$ cat config.mk
export PLATFORM = sky130hd
export DESIGN_NAME = mme_cell
export DESIGN_NICKNAME = d
export VERILOG_FILES = /design/src/sv/mme_pkg.sv /design/src/sv/mme_cell.sv
export SDC_FILE = /design/constraint.sdc
export NUM_CORES = 1
export LEC_CHECK = 0
export ABC_AREA = 1
export BUFFER_PORTS_ARGS = -buffer_cell sky130_fd_sc_hd__buf_2
export CORE_ASPECT_RATIO = 0.6
export CORE_MARGIN = 5
export CORE_UTILIZATION = 60
export DETAILED_ROUTE_END_ITERATION = 16
export PLACE_DENSITY = 0.86
export SLEW_MARGIN = 30
export SYNTH_ARGS = -nofsm -noshare
export SYNTH_HDL_FRONTEND = slang
export SYNTH_SLANG_ARGS = --single-unit
$ cat constraint.sdc
create_clock -name clk -period 20.5 [get_ports clk]
set_input_delay 4.1 -clock clk [delete_from_list [all_inputs] [get_ports clk]]
set_output_delay 4.1 -clock clk [all_outputs]
set_load 0.02 [all_outputs]
$ cat src/sv/mme_pkg.sv
// ----------------------------------------------------------------------------
// Matrix multiply engine package
// Shared constants, register codes and control structs of the engine.
// ----------------------------------------------------------------------------
package mme_pkg;

  localparam int MME_MAX_DIM   = 8;
  localparam int MME_ELEM_BITS = 16;
  localparam int MME_OUT_BITS  = 35;
  localparam int MME_IN_BITS   = 16;
  localparam int MME_POS_BITS  = 3;
  localparam int MME_DIM_BITS  = 4;

  localparam logic [MME_DIM_BITS-1:0] MME_DIM_RESET = 4'd8;

  typedef enum logic [1:0] {
    CFG_ROWS  = 2'd0,
    CFG_COLS  = 2'd1,
    CFG_INNER = 2'd2
  } cfg_idx_t;

  typedef struct packed {
    logic                    valid;
    logic                    first;
    logic                    last;
    logic [MME_POS_BITS-1:0] k;
  } mme_tok_t;

  typedef struct packed {
    logic                    en;
    logic [MME_POS_BITS-1:0] row;
    logic [MME_POS_BITS-1:0] col;
  } mme_bwr_t;

  function automatic logic [MME_DIM_BITS-1:0] clamp_dim(
    input logic [MME_DIM_BITS-1:0] v,
    input logic [MME_DIM_BITS-1:0] maxd
  );
    logic [MME_DIM_BITS-1:0] r;
    r = v;
    if (v == '0) begin
      r = MME_DIM_BITS'(1);
    end else if (v > maxd) begin
      r = maxd;
    end
    return r;
  endfunction

endpackage

$ cat src/sv/mme_cell.sv
// ----------------------------------------------------------------------------
// Matrix multiply cell
// Holds one column of B, multiplies the passing A element and accumulates.
// ----------------------------------------------------------------------------
module mme_cell #(
  parameter int MAX_DIM   = 8,
  parameter int ELEM_BITS = 16,
  parameter int COL       = 0
) (
  input  logic                                 clk,
  input  logic                                 rst_n,
  input  mme_pkg::mme_bwr_t                    bwr,
  input  logic signed [ELEM_BITS-1:0]          bwr_data,
  input  mme_pkg::mme_tok_t                    tok_in,
  input  logic signed [ELEM_BITS-1:0]          a_in,
  output mme_pkg::mme_tok_t                    tok_out,
  output logic signed [ELEM_BITS-1:0]          a_out,
  output logic signed [mme_pkg::MME_OUT_BITS-1:0] res
);
  import mme_pkg::*;

  localparam int IDX_W = $clog2(MAX_DIM);

  logic signed [ELEM_BITS-1:0]    bcol_r [MAX_DIM];
  mme_tok_t                       tok_r;
  logic signed [ELEM_BITS-1:0]    a_r;
  logic signed [2*ELEM_BITS-1:0]  prod_r;
  logic signed [MME_OUT_BITS-1:0] prod_ext;
  logic signed [MME_OUT_BITS-1:0] sum_nxt;
  logic signed [MME_OUT_BITS-1:0] acc_r;
  logic signed [MME_OUT_BITS-1:0] res_r;

  assign prod_ext = MME_OUT_BITS'(prod_r);
  assign sum_nxt  = tok_r.first ? prod_ext : acc_r + prod_ext;

  always_ff @(posedge clk) begin
    if (bwr.en && bwr.col == MME_POS_BITS'(COL)) begin
      bcol_r[bwr.row[IDX_W-1:0]] <= bwr_data;
    end
    a_r    <= a_in;
    prod_r <= a_in * bcol_r[tok_in.k[IDX_W-1:0]];
    if (tok_r.valid) begin
      acc_r <= sum_nxt;
      if (tok_r.last) begin
        res_r <= sum_nxt;
      end
    end
  end

  always_ff @(posedge clk) begin
    if (!rst_n) begin
      tok_r <= '0;
    end else begin
      tok_r <= tok_in;
    end
  end

  assign tok_out = tok_r;
  assign a_out   = a_r;
  assign res     = res_r;

endmodule

==> out/results.tsv <==
stage	metric	value	unit
critical_path	reg2reg_slack	13.54	ns
critical_path	crit_type	input pin to flop	
sta	whs	0.569	ns
detailed_routing	route.detailed.drc	0	
hold_path	min_path_cells	2	
clock_tree	tritoncts	built	
clock_tree	post_cts_buffers	0	
final_layout	diodes	0	
critical_path	worst_ep_arrival_time	11.64	ns
sta	slew_violations	0	
clock_tree	clkSlewWorstSetupHoldPaths	0.06	ns
die	num_rows	53	
clock_tree	numCtsBuffers	24	
critical_path	critPathMaxFanout	34	
sta	worst_pin_slew	0.883	ns
detailed_routing	drt_wl_total	59900	µm
sta	fmax	89.2	MHz
global_route	grt_pass1_vias	16967	
global_route	grt_pass1_wl	94200	µm
clock_tree	clockBufferDepth	3	
final_layout	final_area	0.0231	mm²
logic_synthesis	async_flop_share	0	%
hold_path	hp-class	flop to flop	
clock_tree	htreeDepth	1	
global_route	globalRouteOverflowTotal	0	
clock_tree	cts_hold_buf	0	
global_route	grt_max_degree	67	
die	die_area	0.0396	mm²
detailed_routing	drtAntennaViolNets	0	
detailed_routing	wl_per_cell	20.6	µm
critical_path	required	20.94	ns
logic_synthesis	synth_top_area_share	27.9	%
place	dp_hpwl	47600	µm
critical_path	cp-end-kind	flop	
critical_path	ff2ff_path_depth	24	
place	placed_area	0.0222	mm²
critical_path	critical-path-top-delay-family	adder cells	
logic_synthesis	yosysTopAreaCell	edfxtp_1	
detailed_routing	routed_via_density	5.80	
die	die_y	156	µm
clock_tree	clock_latency	0.54	ns
die	die_width	253	µm
place	io_buffers	103	
place	post-place-ws	8.42	ns
clock_tree	cts_root_buf	clkbuf_16	
sta	relSlewSlack	41.0	%
critical_path	cp-start-kind	input pin	
global_route	grt_antenna_before_repair	0	
logic_synthesis	seq_area_frac_synth	32.9	%
logic_synthesis	synth_nets	2769	
logic_synthesis	avgSynthCellArea	9.11	µm²
critical_path	slowest_stage	fa_1	
final_layout	area_growth	8.17	%
sta	hold_violations	0	
sta	final-setup-viol-count	0	
logic_synthesis	synth_cell_types	44	
die	core	0.0351	mm²
sta	finalSetupTns	0	ns
detailed_routing	first_pass_iters	7	
logic_synthesis	synth_area_leaders	edfxtp_1 (28%), fa_1 (25%), nand2_1 (8.5%), inv_1 (7.9%), ha_1 (6.8%)	
final_layout	fin_nets	2853	
clock_tree	cts_repair_resize_count	0	
logic_synthesis	ys.warnings.count	0	
logic_synthesis	synth_seq_cells	252	
logic_synthesis	syn_inst	2343	
logic_synthesis	synthFlopType	edfxtp_1	
place	gp_congestion	1.03	
detailed_routing	drt_iter0_markers	2063	
run_status	status	finished clean	
sta	post-route-period-util	54.7	%
critical_path	worst-path-stages	26	
die	start_util	60.8	%
critical_path	slowest_delay	0.81	ns
logic_synthesis	synth_area	0.0213	mm²
sta	min_period	11.21	ns
logic_synthesis	ys_top_cells_by_count	nand2_1 (483), inv_1 (451), nor2_1 (282)	
sta	fin_ws	9.29	ns
clock_tree	numClockSinks	252	
flow_run	cap_violations	0	
logic_synthesis	synth_most_common_cell	nand2_1	
global_route	grt_use_total	30.9	%
critical_path	crit_buf_inv	7	
die	ios	104	
final_layout	drive_gt1_share	9.73	%
detailed_routing	num_vias	16892	
logic_synthesis	synth-edff-count	198	
sta	grt_setup_unrepaired	no	
sta	finClkSkew	0.0132	ns
-- stage by stage --
| stage | util, % | cells |
|---|---|---|
| after global routing | 65.8 | 2912 |
| after detailed placement | 63.2 | 2868 |
| after floorplan | - | 2343 |
| final | 65.8 | 2912 |
| after CTS | 65.8 | 2912 |
| after global placement | 63.2 | 2868 |
-- tightest hold or removal path: stages, from the launching register on --
cell	delay [ns]
dfxtp_1	0.33
nand2_1	0.05
nand2_1	0.07
-- flip-flops by register name, summed over array words and instances, names as in the netlist --
register and cells:
bcol_r 128, acc_r 35, res 35, prod_r 32, a_out 16, tok_out 6
-- worst paths after layout --
| kind | start | endpoint |
|---|---|---|
| setup / recovery | tok_in[1] | prod_r[31] |
| hold / removal | prod_r[2] | acc_r[2] |
| setup reg to reg | bcol_r[1][5] | prod_r[31] |
| hold reg to reg | prod_r[2] | acc_r[2] |
-- kinds of logic (layout without fill, tap and decap cells) --
group | Yosys count | after routing | synth area share [%]
xor+xnor | 36 | 36 | 1.48
simple gates | 932 | 932 | 18.1
compound gates | 218 | 218 | 6.12
buf+inv | 526 | 628 | 9.93
fa+ha+maj | 379 | 379 | 31.5
flops | 252 | 252 | 32.9
-- metal layers --
layer	routed length, µm	track usage, %	up-vias
met5	0	0	-
met4	968	4.93	0
met3	10300	13.7	95
met2	23600	42.3	1188
met1	25000	46.7	8142
li1	-	-	7467
-- layout make-up --
cell class	instances	area [µm²]
timing repair buffer	115	608
fill	2726	12000
tap	467	584
clock buffer	27	633
clock inverter	17	273
inverter	469	1760
multi-input combinational	1565	12200
sequential	252	7030
-- layout by cell type (no fill, tap or decap), drive strengths merged --
cell type / count
a211oi: 1
a21boi: 2
a21o: 2
a21oi: 66
a31oi: 3
and3: 1
buf: 115
bufinv: 7
clkbuf: 27
clkinv: 9
clkinvlp: 3
dfxtp: 54
edfxtp: 198
fa: 263
ha: 116
inv: 467
nand2: 499
nand3: 69
nand3b: 10
nand4: 19
nor2: 312
nor3: 9
nor4: 3
o211ai: 2
o21ai: 98
o21bai: 11
o221ai: 30
o22ai: 2
o31ai: 1
or2: 10
xnor2: 14
xor2: 22
Power is not shown: default switching activity piles up to over one toggle a cycle in this logic, so the estimate is an artifact.
