===== src/sv/mme_ram.sv =====
// ----------------------------------------------------------------------------
// Generic RAM
// One write port and one read port with registered read data.
// ----------------------------------------------------------------------------
module mme_ram #(
  parameter int WIDTH = 16,
  parameter int DEPTH = 64
) (
  input  logic                     clk,
  input  logic                     we,
  input  logic [$clog2(DEPTH)-1:0] waddr,
  input  logic [WIDTH-1:0]         wdata,
  input  logic [$clog2(DEPTH)-1:0] raddr,
  output logic [WIDTH-1:0]         rdata
);

  logic [WIDTH-1:0] mem_r [DEPTH];

  always_ff @(posedge clk) begin
    if (we) begin
      mem_r[waddr] <= wdata;
    end
    rdata <= mem_r[raddr];
  end

endmodule


===== config.mk =====
export PLATFORM = sky130hd
export DESIGN_NAME = mme_ram
export DESIGN_NICKNAME = d
export VERILOG_FILES = /design/src/sv/mme_ram.sv
export SDC_FILE = /design/constraint.sdc
export NUM_CORES = 1
export LEC_CHECK = 0
export BUFFER_PORTS_ARGS = -buffer_cell sky130_fd_sc_hd__buf_4
export CAP_MARGIN = 25
export CORE_MARGIN = 2
export CORE_UTILIZATION = 40
export CTS_BUF_LIST = sky130_fd_sc_hd__clkbuf_8
export DETAILED_ROUTE_END_ITERATION = 16
export MAX_ROUTING_LAYER = met4
export PLACE_DENSITY_LB_ADDON = 0.2
export SLEW_MARGIN = 20
export SYNTH_ARGS = -nofsm -noshare
export SYNTH_HDL_FRONTEND = slang
export SYNTH_SLANG_ARGS = --single-unit

===== constraint.sdc =====
create_clock -name clk -period 2.9 [get_ports clk]
set_clock_uncertainty 0.1 [all_clocks]
set_input_delay 0.435 -clock clk [delete_from_list [all_inputs] [get_ports clk]]
set_output_delay 0.435 -clock clk [all_outputs]
set_load 0.02 [all_outputs]

==> results.json, run 1 <==
{
  "status": "complete, no violations",
  "drtPass1Iterations": 5,
  "grt_setup_unrepaired": "false",
  "routedWlPerCell_um": 28.1,
  "regArea_um2": 31100,
  "arrival_ns": 3.05,
  "final_cell_area_um2": 45900,
  "slowest_delay_ns": 0.70,
  "synth.distinct_cells": 43,
  "portBuffers": 45,
  "fp.dieW_um": 320,
  "layout-drive-gt1-share_pct": 30.5,
  "hp-start": "wdata[5]",
  "worst_pin_slew_ns": 0.849,
  "max_freq_ghz": 0.407,
  "cts_resized": 0,
  "cts_sinks": 1040,
  "cts_made_buffers": 168,
  "pin_count": 46,
  "grt_pass1_wl_um": 144000,
  "hold_path.class": "input pin to flop",
  "crit_type": "flop to flop",
  "syn2layout_area_growth_pct": 14.7,
  "power_leakage_nw": 14.9,
  "grt_pass1_vias": 20000,
  "required_ns": 3.50,
  "netlist_area_um2": 40000,
  "comb_power_share_pct": 5.6,
  "fp.dieH_um": 320,
  "clockBufferDepth": 3,
  "syn_inst": 1829,
  "clkTransAtPathRegs_ns": 0.06,
  "place_congestion": 0.798,
  "finalSetupTns_ns": 0,
  "internal-power_mw": 23.1,
  "drtIter0Drc": 1790,
  "overflow": 0,
  "routed_wl_um": 100000,
  "hold_viol": 0,
  "path_cells": "mux4_2 > nor2b_1 > a211o_1 > a31oi_1 > buf_4 > a311oi_1",
  "async_flop_share_pct": 0,
  "seq_power_share_pct": 55.9,
  "insertion_delay_ns": 0.83,
  "crit_fanout": 1,
  "via_per_inst": 5.50,
  "multi_input_area_um2": 8250,
  "htree_levels": 4,
  "drv_cap": 0,
  "grt_usage_pct": 20.3,
  "yosys_warnings": 0,
  "cp-startpoint": "mem_r[11][9]$_DFFE_PP_",
  "fin_crit_ns": 2.46,
  "synth_edf_count": 1024,
  "antenna_found_initial": 11,
  "layout_commonest_cell": "edfxtp_1",
  "placed_area_um2": 42900,
  "avgSynthCellArea_um2": 21.9,
  "cts_hold_buf": 0,
  "synth.ff_latch_count": 1040,
  "cts_tree": "done",
  "yosysSeqAreaShare_pct": 77.6,
  "root_buffer": "clkbuf_8",
  "vias": 19600,
  "post-route-period-util_pct": 84.8,
  "r2r_start": "mem_r[11][9]$_DFFE_PP_",
  "utilization_pct": 46.1,
  "core-area_um2": 99700,
  "core.rowCount": 116,
  "cp-end-kind": "flop",
  "ir_drop_uv": 416,
  "worst_setup_path_start_kind": "flop",
  "initial_core_util_pct": 40.2,
  "post_cts_buffers": 0,
  "grt_max_degree": 65,
  "dieArea_um2": 103000,
  "dp_cells": 3255,
  "powerDensity_nw_per_um2": 651,
  "hpwl_um": 59900,
  "layout_common_cells": "edfxtp_1, mux4_2, buf_4",
  "instances_no_fill": 3557,
  "clock_power_share_pct": 38.5,
  "setup_viol": 0,
  "critPathSlowestCell": "a31oi_1",
  "p_sw_share_pct": 22.6,
  "maxSlewViolCount": 0,
  "fillers": 8402,
  "antenna_left": 0,
  "drc": 0,
  "max_slew_margin_pct": 43.1,
  "layout.nets": 2157,
  "synth_nets": 1859,
  "ys.flop_type": "edfxtp_1",
  "p_switching_mw": 6.75
}
-- sequential cells by signal, summed over array words and instances, names as in the netlist --
name / cells
mem_r: 1024
rdata: 16
-- cell usage after synthesis (4+ instances only) --
| cell type | n | area share, % |
|---|---|---|
| a211o_1 | 8 | 0.17 |
| a211oi_1 | 8 | 0.15 |
| a21oi_1 | 17 | 0.21 |
| a221o_1 | 6 | 0.15 |
| a221oi_1 | 16 | 0.35 |
| a22o_1 | 6 | 0.13 |
| a22oi_1 | 39 | 0.73 |
| a311oi_1 | 8 | 0.17 |
| a31oi_1 | 8 | 0.12 |
| a41oi_1 | 5 | 0.11 |
| and4_1 | 5 | 0.11 |
| buf_12 | 5 | 0.25 |
| buf_2 | 36 | 0.45 |
| buf_4 | 13 | 0.24 |
| buf_6 | 17 | 0.48 |
| clkbuf_1 | 24 | 0.22 |
| dfxtp_1 | 16 | 0.80 |
| edfxtp_1 | 1024 | 77 |
| mux2_2 | 27 | 0.76 |
| mux2i_1 | 85 | 2.1 |
| mux4_1 | 4 | 0.26 |
| mux4_2 | 220 | 12 |
| nand2_1 | 59 | 0.55 |
| nand3_1 | 24 | 0.30 |
| nand4_1 | 12 | 0.19 |
| nor2_1 | 72 | 0.67 |
| nor2b_1 | 30 | 0.47 |
| o21ai_0 | 5 | 0.062 |
-- cells by family (layout without fill, tap and decap cells) --
kind of cell	after synthesis	after routing	share of synthesized area, %
compound gates	129	129	2.41
buf+inv	104	523	1.83
flops	1040	1040	77.6
mux	336	336	15.5
other cells	0	11	0
simple gates	220	220	2.65
-- path summary, 6_finish.rpt --
path	endpoint	slack, ns	depth (start not counted)
worst max register to register	rdata[9]$_DFF_P_	0.44	6
worst min register to register	rdata[14]$_DFF_P_	0.77	4
worst max-delay path	rdata[9]$_DFF_P_	0.44	6
worst min-delay path	mem_r[28][5]$_DFFE_PP_	0.06	1
-- worst max-delay path: cells and delay by family, from the launching register on --
kind | cells | cell delay (ns)
flip-flops | 1 | 0.35
AND/OR/NAND/NOR | 1 | 0.14
buffers and inverters | 1 | 0.23
multiplexers | 1 | 0.46
AO/OA/AOI/OAI | 3 | 1.05
-- through the flow --
stage | total power [mW] | hold WS (ns) | setup slack (ns)
2_1_floorplan | 17.9 | 0.434 | 0.330
3_3_place_gp | 18.7 | 0.766 | -0.206
3_5_place_dp | 18.7 | 0.757 | -0.200
4_1_cts | 30.3 | 0.0104 | 0.509
5_1_grt | 31.0 | 0.0491 | 0.429
6_report | 29.9 | 0.0553 | 0.441
-- layout make-up --
class | instances | area share, %
diodes | 11 | 0.0599
flip-flops and latches | 1040 | 67.7
multi-input cells | 685 | 18.0
clock buffers | 168 | 5.03
repair buffers | 232 | 4.27
clock inverters | 123 | 1.48
well taps | 1298 | 3.54
-- routing by layer --
layer	part of all wire, %	vias up	routed length (um)	GRT usage, %
li1	-	8309	-	-
met1	43	10400	42600	26.8
met2	49	646	49100	32.0
met3	6.3	165	6260	4.25
met4	2.0	0	2000	5.79
met5	0	-	0	-
-- power by group through the flow --
stage               Combinational, mW  Clock [mW]  Sequential (mW)
detailed placement               1.71           0             17.0
floorplan                       0.861           0             17.0
CTS                              1.71        11.9             16.7
finish                           1.68        11.5             16.7
global route                     1.79        12.5             16.7
global placement                 1.69           0             17.0
Power figures use the tool's default switching activity.
==> run 2: changes to the inputs <==
- clock period: 2.9 -> 2.46 ns (I/O delays scaled with it)
==> run 2 against run 1 <==
Via count up 0.97%. Worst setup slack got worse by 0.058 ns. Flip-flop and latch count unchanged. Sequential share of layout area fell by 1.1 points. Register-to-register slack worse by 0.06 ns. Total power rose by 17%. Worst hold slack got worse by 0.027 ns. Clock-buffer cell count up 3. Design area grew 1.6%. Critical endpoint is now rdata[4]$_DFF_P_. Largest cell class unchanged.
==> results.json, run 2 (synthesis results as in run 1) <==
{
  "grt_setup_unrepaired": "false",
  "drc": 0,
  "vias": 19700,
  "initial_core_util_pct": 40.2,
  "grt_usage_pct": 20.3,
  "multi_input_area_um2": 8250,
  "fillers": 8313,
  "post-route-period-util_pct": 84.5,
  "post_cts_buffers": 0,
  "status": "complete, no violations",
  "htree_levels": 4,
  "setup_viol": 0,
  "antenna_found_initial": 12,
  "insertion_delay_ns": 0.83,
  "place_congestion": 0.813,
  "worst_pin_slew_ns": 0.847,
  "maxSlewViolCount": 0,
  "fin_hold_ws_ns": 0.0279,
  "root_buffer": "clkbuf_8",
  "endpoint": "rdata[4]$_DFF_P_",
  "clockBufferDepth": 3,
  "largest_reg_flops": 1024,
  "place_ws_ns": -0.264,
  "core-area_um2": 99700,
  "finalSetupTns_ns": 0,
  "cts_resized": 0,
  "max_slew_margin_pct": 43.5,
  "hold_viol": 0,
  "layout.nets": 2191,
  "fp.dieW_um": 320,
  "cts_sinks": 1040,
  "cts_made_buffers": 168,
  "cp-end-kind": "flop",
  "syn2layout_area_growth_pct": 16.5,
  "layout_commonest_cell": "edfxtp_1",
  "routed_wl_um": 100000,
  "arrival_ns": 2.67,
  "placed_area_um2": 43600,
  "drv_cap": 0,
  "drtIter0Drc": 1795,
  "via_per_inst": 5.48,
  "powerDensity_nw_per_um2": 753,
  "fp.dieH_um": 320,
  "worst_setup_path_start_kind": "flop",
  "fin_crit_ns": 2.08,
  "overflow": 0,
  "largestRegisters": "mem_r: 1024 flops, rdata: 16 flops",
  "setup_slack_ns": 0.382,
  "layout_common_cells": "edfxtp_1, mux4_2, buf_4",
  "ir_drop_uv": 452,
  "crit_fanout": 1,
  "reg2regPathDepth": 7,
  "dieArea_um2": 103000,
  "grt_pass1_vias": 20400,
  "pin_count": 46,
  "portBuffers": 45,
  "rr_endpoint": "rdata[4]$_DFF_P_",
  "p_total_mw": 35.1,
  "cts_tree": "done",
  "routedWlPerCell_um": 27.8,
  "regMostFlops": "mem_r",
  "drtPass1Iterations": 5,
  "layout-drive-gt1-share_pct": 30.9,
  "crit_type": "flop to flop",
  "hpwl_um": 60500,
  "grt_max_degree": 65,
  "core.rowCount": 116,
  "regArea_um2": 31100,
  "antenna_left": 0,
  "cp-startpoint": "mem_r[3][4]$_DFFE_PP_",
  "max_freq_ghz": 0.481,
  "power_leakage_nw": 15.3,
  "clkTransAtPathRegs_ns": 0.06,
  "r2r_start": "mem_r[3][4]$_DFFE_PP_",
  "rrSetupSlack_ns": 0.38,
  "cts_hold_buf": 9,
  "hold_path.class": "input pin to flop",
  "required_ns": 3.05,
  "grt_pass1_wl_um": 145000,
  "final_cell_area_um2": 46700
}
run 2: where the power goes:
group | total, mW | switching [mW] | internal, mW
combinational | 2.06 | 1.23 | 0.838
clock | 13.4 | 6.66 | 6.70
sequential | 19.7 | 0.0705 | 19.6
total | 35.1 | 7.96 | 27.2
run 2: final cells by class:
type	count	share of cell area, %
clock buffer	171	5.04
tap	1298	3.48
clock inverter	135	1.38
timing repair buffer	266	5.79
sequential	1040	66.6
antenna	9	0.0483
multi-input combinational	685	17.7
run 2: metrics by stage:
step	util, %	std cells
2_1_floorplan	-	1829
3_3_place_gp	43.7	3280
3_5_place_dp	43.7	3280
4_1_cts	46.8	3595
5_1_grt	46.8	3602
6_report	46.8	3604
run 2: metal layers:
metal | vias to the layer above | track usage (%) | share of wire [%]
met4 | 0 | 5.79 | 1.8
met5 | - | - | 0
met2 | 538 | 33.0 | 50
met3 | 132 | 3.67 | 5.1
met1 | 10700 | 26.5 | 43
li1 | 8400 | - | -
run 2: worst max-delay path, cell delays in order (launching register included):
cell,delay (ns)
edfxtp_1,0.37
mux4_2,0.45
mux2i_1,0.27
buf_4,0.18
a22oi_1,0.08
a31oi_1,0.26
buf_4,0.19
a311oi_1,0.05
run 2: worst min-delay path by stage:
stage	start	to	slack (ns)	depth (start not counted)
after CTS	wdata[5]	mem_r[29][5]$_DFFE_PP_	0.002	1
after global routing	wdata[5]	mem_r[29][5]$_DFFE_PP_	0.04	1
after detailed placement	rdata[3]$_DFF_P_	rdata[3]	0.72	1
final	wdata[1]	mem_r[51][1]$_DFFE_PP_	0.03	1
after floorplan	wdata[0]	mem_r[0][0]$_DFFE_PP_	0.37	0
after global placement	rdata[9]$_DFF_P_	rdata[9]	0.72	1
